File: src/sv/fbpa_pkg.sv
`timescale 1ns / 1ps

package fbpa_pkg;

  localparam int unsigned ADDR_W     = 32;
  localparam int unsigned BYTES_W    = 32;
  localparam int unsigned SIZE_W     = 16;
  localparam int unsigned ALIGN_W    = 8;
  localparam int unsigned COUNT_W    = 11;
  localparam int unsigned CFG_IDX_W  = 4;
  localparam int unsigned CFG_DATA_W = 32;
  localparam int unsigned DIV_CNT_W  = $clog2(ADDR_W);

  // register map
  localparam logic [CFG_IDX_W-1:0] CFG_POOL_BASE  = CFG_IDX_W'(0);
  localparam logic [CFG_IDX_W-1:0] CFG_POOL_BYTES = CFG_IDX_W'(1);
  localparam logic [CFG_IDX_W-1:0] CFG_OBJ_SIZE   = CFG_IDX_W'(2);
  localparam logic [CFG_IDX_W-1:0] CFG_OBJ_ALIGN  = CFG_IDX_W'(3);

  localparam logic [SIZE_W-1:0]  OBJ_SIZE_RST  = SIZE_W'(8);
  localparam logic [ALIGN_W-1:0] OBJ_ALIGN_RST = ALIGN_W'(8);

  typedef enum logic {
    REQ_ALLOC = 1'b0,
    REQ_FREE  = 1'b1
  } req_kind_e;

  typedef enum logic [1:0] {
    ST_OK       = 2'd0,
    ST_EMPTY    = 2'd1,
    ST_MISMATCH = 2'd2,
    ST_BAD_FREE = 2'd3
  } status_e;

  typedef enum logic [3:0] {
    S_INIT,
    S_INIT_DIV,
    S_LINK,
    S_IDLE,
    S_DECODE,
    S_ALLOC_WB,
    S_FREE_DIV,
    S_FREE_WB
  } state_e;

  typedef enum logic [1:0] {
    COMMIT_NONE,
    COMMIT_ALLOC,
    COMMIT_FREE,
    COMMIT_REJECT
  } commit_e;

  typedef struct packed {
    req_kind_e            req_type;
    logic [SIZE_W-1:0]    req_size;
    logic [ALIGN_W-1:0]   req_align;
    logic [ADDR_W-1:0]    free_addr;
  } req_t;

  typedef struct packed {
    status_e              status;
    logic [ADDR_W-1:0]    block_addr;
    logic [BYTES_W-1:0]   used_bytes;
    logic [COUNT_W-1:0]   alloc_count;
  } rsp_t;

  // controller -> datapath
  typedef struct packed {
    logic    init_begin;
    logic    div_start;
    logic    div_free;
    logic    total_load;
    logic    link_step;
    logic    head_init;
    logic    req_load;
    logic    alloc_read;
    commit_e commit;
    status_e reject_code;
  } cmd_t;

  // datapath -> controller
  typedef struct packed {
    logic cfg_hit;
    logic init_short;
    logic div_done;
    logic total_zero;
    logic walk_last;
    logic req_is_free;
    logic alloc_mismatch;
    logic pool_empty;
    logic free_pre_bad;
    logic free_bad;
  } sts_t;

endpackage

File: src/sv/fbpa_ctrl.sv
`timescale 1ns / 1ps

module fbpa_ctrl import fbpa_pkg::*; (
  input  logic clk_i,
  input  logic rst_ni,
  input  sts_t sts_i,
  input  logic req_valid_i,
  input  logic rsp_ready_i,
  output cmd_t cmd_o,
  output logic req_ready_o,
  output logic rsp_valid_o
);

  state_e state_q, state_d;
  logic   rsp_valid_q, rsp_valid_d;
  logic   out_free;

  // result register can take a new transaction this cycle
  assign out_free = !rsp_valid_q || rsp_ready_i;

  always_comb begin
    state_d = state_q;
    case (state_q)
      S_INIT: begin
        state_d = sts_i.init_short ? S_IDLE : S_INIT_DIV;
      end
      S_INIT_DIV: begin
        if (sts_i.div_done) state_d = S_LINK;
      end
      S_LINK: begin
        if (sts_i.total_zero || sts_i.walk_last) state_d = S_IDLE;
      end
      S_IDLE: begin
        if (req_valid_i) state_d = S_DECODE;
      end
      S_DECODE: begin
        if (sts_i.req_is_free) begin
          if (!sts_i.free_pre_bad) begin
            state_d = S_FREE_DIV;
          end else if (out_free) begin
            state_d = S_IDLE;
          end
        end else if (sts_i.alloc_mismatch || sts_i.pool_empty) begin
          if (out_free) state_d = S_IDLE;
        end else begin
          state_d = S_ALLOC_WB;
        end
      end
      S_ALLOC_WB: begin
        if (out_free) state_d = S_IDLE;
      end
      S_FREE_DIV: begin
        if (sts_i.div_done) state_d = S_FREE_WB;
      end
      S_FREE_WB: begin
        if (out_free) state_d = S_IDLE;
      end
      default: begin
        state_d = S_INIT;
      end
    endcase
    // any write to a mapped register rebuilds the pool
    if (sts_i.cfg_hit) state_d = S_INIT;
  end

  always_comb begin
    cmd_o             = '0;
    cmd_o.commit      = COMMIT_NONE;
    cmd_o.reject_code = ST_OK;
    req_ready_o       = 1'b0;
    case (state_q)
      S_INIT: begin
        cmd_o.init_begin = 1'b1;
        cmd_o.div_start  = !sts_i.init_short;
      end
      S_INIT_DIV: begin
        cmd_o.total_load = sts_i.div_done;
      end
      S_LINK: begin
        cmd_o.link_step = !sts_i.total_zero;
        cmd_o.head_init = !sts_i.total_zero && sts_i.walk_last;
      end
      S_IDLE: begin
        req_ready_o    = 1'b1;
        cmd_o.req_load = req_valid_i;
      end
      S_DECODE: begin
        if (sts_i.req_is_free) begin
          if (!sts_i.free_pre_bad) begin
            cmd_o.div_start = 1'b1;
            cmd_o.div_free  = 1'b1;
          end else if (out_free) begin
            cmd_o.commit      = COMMIT_REJECT;
            cmd_o.reject_code = ST_BAD_FREE;
          end
        end else if (sts_i.alloc_mismatch) begin
          if (out_free) begin
            cmd_o.commit      = COMMIT_REJECT;
            cmd_o.reject_code = ST_MISMATCH;
          end
        end else if (sts_i.pool_empty) begin
          if (out_free) begin
            cmd_o.commit      = COMMIT_REJECT;
            cmd_o.reject_code = ST_EMPTY;
          end
        end else begin
          cmd_o.alloc_read = 1'b1;
        end
      end
      S_ALLOC_WB: begin
        if (out_free) cmd_o.commit = COMMIT_ALLOC;
      end
      S_FREE_DIV: begin
      end
      S_FREE_WB: begin
        if (out_free) begin
          if (sts_i.free_bad) begin
            cmd_o.commit      = COMMIT_REJECT;
            cmd_o.reject_code = ST_BAD_FREE;
          end else begin
            cmd_o.commit = COMMIT_FREE;
          end
        end
      end
      default: begin
      end
    endcase
  end

  always_comb begin
    rsp_valid_d = rsp_valid_q;
    if (cmd_o.commit != COMMIT_NONE) begin
      rsp_valid_d = 1'b1;
    end else if (rsp_ready_i) begin
      rsp_valid_d = 1'b0;
    end
  end

  always_ff @(posedge clk_i or negedge rst_ni) begin
    if (!rst_ni) begin
      state_q     <= S_INIT;
      rsp_valid_q <= 1'b0;
    end else begin
      state_q     <= state_d;
      rsp_valid_q <= rsp_valid_d;
    end
  end

  assign rsp_valid_o = rsp_valid_q;

endmodule

File: config.mk
export PLATFORM = sky130hd
export DESIGN_NAME = fbpa_ctrl
export DESIGN_NICKNAME = d
export VERILOG_FILES = /design/src/sv/fbpa_pkg.sv /design/src/sv/fbpa_ctrl.sv
export SDC_FILE = /design/constraint.sdc
export NUM_CORES = 1
export LEC_CHECK = 0
export BUFFER_PORTS_ARGS = -buffer_cell sky130_fd_sc_hd__buf_4
export CORE_ASPECT_RATIO = 0.9
export CORE_MARGIN = 1
export CORE_UTILIZATION = 38
export CTS_BUF_LIST = sky130_fd_sc_hd__clkbuf_4 sky130_fd_sc_hd__clkbuf_8
export DETAILED_ROUTE_END_ITERATION = 8
export PLACE_DENSITY = 0.75
export SYNTH_ARGS = -nofsm -noshare
export SYNTH_HDL_FRONTEND = slang
export SYNTH_SLANG_ARGS = --single-unit
File: constraint.sdc
create_clock -name clk_i -period 1.3 [get_ports clk_i]
set_input_delay 0 -clock clk_i [delete_from_list [all_inputs] [get_ports clk_i]]
set_output_delay 0 -clock clk_i [all_outputs]
set_load 0.02 [all_outputs]
==> results.md, run 1 <==
Status:
- The run stopped with a tool error.
- The stage where the flow stopped is global routing.
- The first error in the log reads "[ERROR DPL-0038] Utilization greater than 100%, impossible to legalize".

Yosys:
- The count of different cell masters after synthesis is 33.
- dfrtp_1 takes more of the synthesized area than any other cell.
- The adder-cell share of the synthesized area is 0%.
- Of the post-synthesis cell area, the part taken by muxes is 3.80%.
- The xor-xnor portion of the synthesized cell area is 0%.
- Summed over its instances, the top area cell type makes up 22.4% of the synthesized netlist area.
- The mapped cell area is 559 sq um.
- Summing the areas of all and, or, nand and nor instances in the mapped netlist gives 42.1% of the synthesized area.
- The number of cells produced by synthesis is 78.
- The synthesis warning total is 0.
- The mean cell area of the mapped netlist is 7.17 sq um.
- Ranked by total cell area, the synthesized netlist is headed by dfrtp_1 (22%), a21oi_1 (7.2%), nand2_1 (6.7%).
- Counting every net in the synthesized netlist gives 92.
- For this run, the leading register cell type out of synthesis is dfrtp_1.
- By area, the combinational part of the netlist is dominated by simple AND/OR/NAND/NOR gates.
- Of all flip-flops after synthesis, the portion carrying an async set or reset was 100%.
- The number of enable flip-flop cells after synthesis is 0.
- Summing the areas of all compound-gate instances in the mapped netlist gives 25.1% of the synthesized area.
- Synthesis inferred 5 register bits.
- The sequential share of the synthesized area is 22.4%.

Floorplan:
- Measured along the x axis, the die boundary spans 42.4 microns.
- The I/O pin count is 28.
- In this run the vertical extent of the chip is 38.4 microns.
- The effective utilization at floorplan is 42.8%.
- In this run the core area contains 12 standard-cell rows.

Placed design:
- At the placement stage, the worst setup path has a slack of -200 ps.
- Port buffering added 27 buffers.
- The final weighted congestion in routability-driven placement is 0.894.
- Detailed placement finished with a half-perimeter wire length of 1490 microns.

Clocking:
- The clock passes through at most 2 buffers.
- The number of H-tree levels is 1.
- The root buffer cell is clkbuf_4.
- The clock sink count is 5.
- The CTS buffer count is 3.

Timing:
- After global-route timing repair, the worst endpoint was cmd_o[6].
- The worst endpoint pin kind is an output port.

Global routing:
- Entering global routing, the biggest net connects 9 pins.
[stage by stage]
stage	utilization [%]	TNS [ps]	std cells	hold slack [ps]	instance area, sq um
4_1_cts	91.3	-2050	149	78.3	1190
2_1_floorplan	-	-265	78	-296	591
3_3_place_gp	72.7	-236	136	-196	950
3_5_place_dp	72.7	-399	136	-197	950
[repair_timing]
item | 4_1_cts
pin swaps | 14
hold buffers | 2
setup endpoints to repair | 16
endpoints found under the hold margin | 7
gates resized for setup | 27
buffers inserted | 7
[synth_stat cells, drive strengths merged, types with 2 or more instances]
library cell and number:
nand2 10, a21oi 8, nor2 7, dfrtp 5, nor3b 5, inv 4, nand2b 4, buf 3
nand3 3, nor2b 3, nor4 3, and2 2, nor3 2, o21ai 2
[cells by family after synthesis]
logic type / count (synthesis)
multiplexers: 2
AO/OA/AOI/OAI: 20
flip-flops: 5
AND/OR/NAND/NOR: 42
buffers and inverters: 8
other: 1
==> run 2: changes to the inputs <==
Settings changed: CORE_AREA set to 2 2 63 65, CORE_ASPECT_RATIO 0.9 to unset, CORE_MARGIN 1 to unset, CORE_UTILIZATION 38 to unset, CTS_BUF_LIST sky130_fd_sc_hd__clkbuf_4 sky130_fd_sc_hd__clkbuf_8 to unset, DIE_AREA set to 0 0 65 67, PLACE_DENSITY 0.75 to unset, PLACE_DENSITY_LB_ADDON set to 0.15.
Clock period 1.3 ns to 1.7 ns, I/O delays scaled along.
==> results.md, run 2 <==
Status:
- The run finished with clean final reports.

Pwr:
- The total leakage power is 0.433 nW.
- For this design the ratio of total power to cell area is 499 mW/mm^2.
- VDD sags by at most 0.204 mV.
- The overall power is 0.468 mW.

Route:
- The routed via count is 696.
- The number of antenna-violating nets in the routed design is 0.
- The DRC violations left is 0.
- The detailed router finished its first iteration with 53 violations.
- The first detailed-routing pass took 4 iterations.
- The top metal layer carrying routed signals is met3.
- The routed wire length on met3 is 99 microns.
- For this block, wires on met1 add up to 834 microns.
- Dividing the detail-routed wire length by the instance count gives 10.7 microns.
- Detailed routing placed a total of 801 microns of wire on met2.
- The detailed-route vias per instance is 4.30.
- Summed over all layers, the routed wires come to 1740 microns.

Critical path:
- The worst endpoint required time is 1700 ps.
- Among all stages on the critical path, the largest delay is contributed by dfrtp_1.
- The cell that appears most often on the critical path is buf_4.
- The type of element launching the critical path is a register.
- The element type at the critical path end is a primary output.
- The classification of the worst setup path is register to primary output.
- The family with the most delay on the worst path is flip-flops.
- The combined buffer and inverter count along the critical path is 2.
- Walking the worst path, the cells encountered are buf_4, nor3b_1, a21oi_1, nor2_1, buf_4.
- For the worst setup path, the data arrival time is 1540 ps.
- The peak fanout along the critical path is 9.
- The highest cell delay on the worst timing path is 460 ps.

Clocking:
- The root buffer cell is clkbuf_8.
- The number of post-CTS setup repair buffers is 0.
- The clock passes through at most 2 buffers.
- Clock-pin slew was measured on the worst setup and hold paths at 40 ps.
- The CTS buffer count is 3.
- The CTS tree is yes.
- For this design, the sink count on the clock tree is 5.
- The number of H-tree levels is 1.
- The clock latency reported for the late side of the worst-skew pair is 220 ps.

Floorplan:
- The die covers 0.00436 sq mm.
- The number of placement rows is 22.
- The I/O pin count is 28.
- The core box area is 0.00361 sq mm.
- Once the floorplan was initialized, standard cells occupied 15.5% of the core.
- The die is 67 microns tall.
- The horizontal die dimension is 65 microns.

Timing:
- The final hold violation count came to 0.
- Subtracting the final worst setup slack from the clock period gives 1540 ps.
- The timing-limited maximum frequency is 649 MHz.
- The count of final max-slew check failures is 0.
- Setup repair after global routing left no endpoint under its margin.
- Dividing the final minimum period by the clock period gives 90.7%.
- The setup clock skew after layout is 2.85 ps.
- Setup violations remaining at the end of the flow were counted as 0.
- Setup total negative slack on the finished layout was measured at 0 ps.

Flow run:
- The tool flagged a number of max-cap violations equal to 0.

Min path:
- The path class of the lowest-slack min-delay path is primary input to async pin.

Final layout:
- The final net count is 129.
- The flip-flop count of the largest register, all copies and words added is 4.
- The post-route netlist has 38.6% of its cells at a drive strength greater than 1.
- The signed area change from the synthesized netlist to the final layout is 67.8%.
- The count of placed standard cells in the final layout, fillers left out is 162.
- With fillers left out, the area of the finished cells amounts to 938 sq um.
- The library cells used most frequently in the layout, excluding fill and tap cells, are buf_4 (34), nand2_1 (10), a21oi_1 (8).
- The utilization after layout is 26.0%.
- The most common cell after layout, fill and taps aside is buf_4.
- The largest register by flop count is state_q.
- The diode insertion count for antenna repair is 0.

Yosys:
- In this run the mean area of a mapped cell was 7.17 sq um.
- When the netlist entered floorplanning its net count stood at 92.
- The synthesized design spends more area on one cell type than any other, namely dfrtp_1.
- The count of different cell masters after synthesis is 33.
- Sorting the synthesized cells by area gives the leading types as dfrtp_1 (22%), a21oi_1 (7.2%), nand2_1 (6.7%).
- For this run, the register share of the synthesized area comes to 22.4%.
- In this run the cell area of the synthesized design comes to 559 sq um.
- After synthesis, the most frequently instantiated cells are nand2_1 (10), a21oi_1 (8), nor2_1 (7), dfrtp_1 (5), nor3b_1 (5).
- In the synthesized netlist the dominant register cell turns out to be dfrtp_1.
- The number of enable flip-flop cells after synthesis is 0.
- The synthesis warning total is 0.
- The synthesis-stage register bit count is 5.
- Counting every instance in the synthesized netlist gives 78.
- Of all flip-flops after synthesis, the portion carrying an async set or reset was 100%.
- The most common cell in the netlist is nand2_1.
- The synthesized design devotes to its leading area cell type 22.4% of total area.

Global routing:
- Across every metal layer, demand over resource in global routing totals 8.95%.
- The via count of the first global-routing pass is 667.
- The first global-routing pass estimated 3050 microns of wire.
- The largest net degree at the start of global routing is 11.
- Summed over all layers, the global routing overflow is 0.
- The number of antenna violations at the first check in global routing is 0.

Placed design:
- The final weighted congestion in routability-driven placement is 0.765.
- Once detailed placement completed, the half-perimeter wirelength came to 1460 microns.
- Buffers placed on the I/O ports in this run total 27.
- In this run, placement finished with an instance count of 156.
- Once placement finished, the instance area stood at 856 sq um.
==> run 2: cell counts after synthesis <==
No cell type changed its count.
==> run 2: metal layers <==
| layer | up-vias | track usage [%] |
|---|---|---|
| li1 | 350 | - |
| met1 | 321 | 12.2 |
| met2 | 25 | 14.0 |
| met3 | 0 | 2.03 |
| met4 | 0 | 2.39 |
| met5 | - | 0 |
==> run 2: cell type report <==
cell class	count	area, sq um
well taps	48	60.1
inverters	4	15.0
fillers	395	2670
repair buffers	36	275
clock buffers	4	45.0
multi-input cells	65	417
flip-flops and latches	5	126
==> run 2: worst reg2reg max path, stage by stage (launching register included) <==
cell	delay, ps
dfrtp_1	410
buf_4	200
nor2b_1	250
a22oi_1	130
and2_4	170
a221oi_2	200
nor2_1	60
==> run 2: final timing paths <==
path,startpoint,to,slack [ps],cells past startpoint
min in group clk_i,sts_i[7],state_q[2],120,4
worst max-delay path,state_q[1],cmd_o[2],160,5
max in group asynchronous,rst_ni,state_q[2],1460,2
worst min register to register,rsp_valid_o,rsp_valid_o,640,2
worst min-delay path,rst_ni,state_q[0],120,2
worst max register to register,state_q[0],state_q[1],180,6
==> run 2: cells by family after synthesis <==
| family | after synthesis | synth area share (%) |
|---|---|---|
| and+or+nand+nor | 42 | 42.1 |
| AOI/OAI and AO/OA | 20 | 25.1 |
| buffers and inverters | 8 | 6.04 |
| DFF | 5 | 22.4 |
| muxes | 2 | 3.80 |
| other | 1 | 0.670 |
==> run 2: power breakdown <==
part | leakage [nW] | switching [mW] | internal [mW] | total (mW)
clock network | 0.0228 | 0.0561 | 0.161 | 0.217
registers | 0.0647 | 0.00619 | 0.123 | 0.130
logic | 0.345 | 0.0584 | 0.0632 | 0.122
total | 0.433 | 0.121 | 0.347 | 0.468
==> run 2: per-stage QoR <==
step           hold WS (ps)  worst slack, ps
3_5_place_dp           -194              182
6_report                120              159
2_1_floorplan          -296              169
5_1_grt                 132             38.7
4_1_cts                 124             27.8
3_3_place_gp           -192              171
==> run 2: repair_timing <==
item,in CTS,in global routing
setup endpoints to repair,0,6
gates resized for setup,0,4
hold endpoints to repair,7,0
hold buffers,2,0
Power figures use the tool's default switching activity.
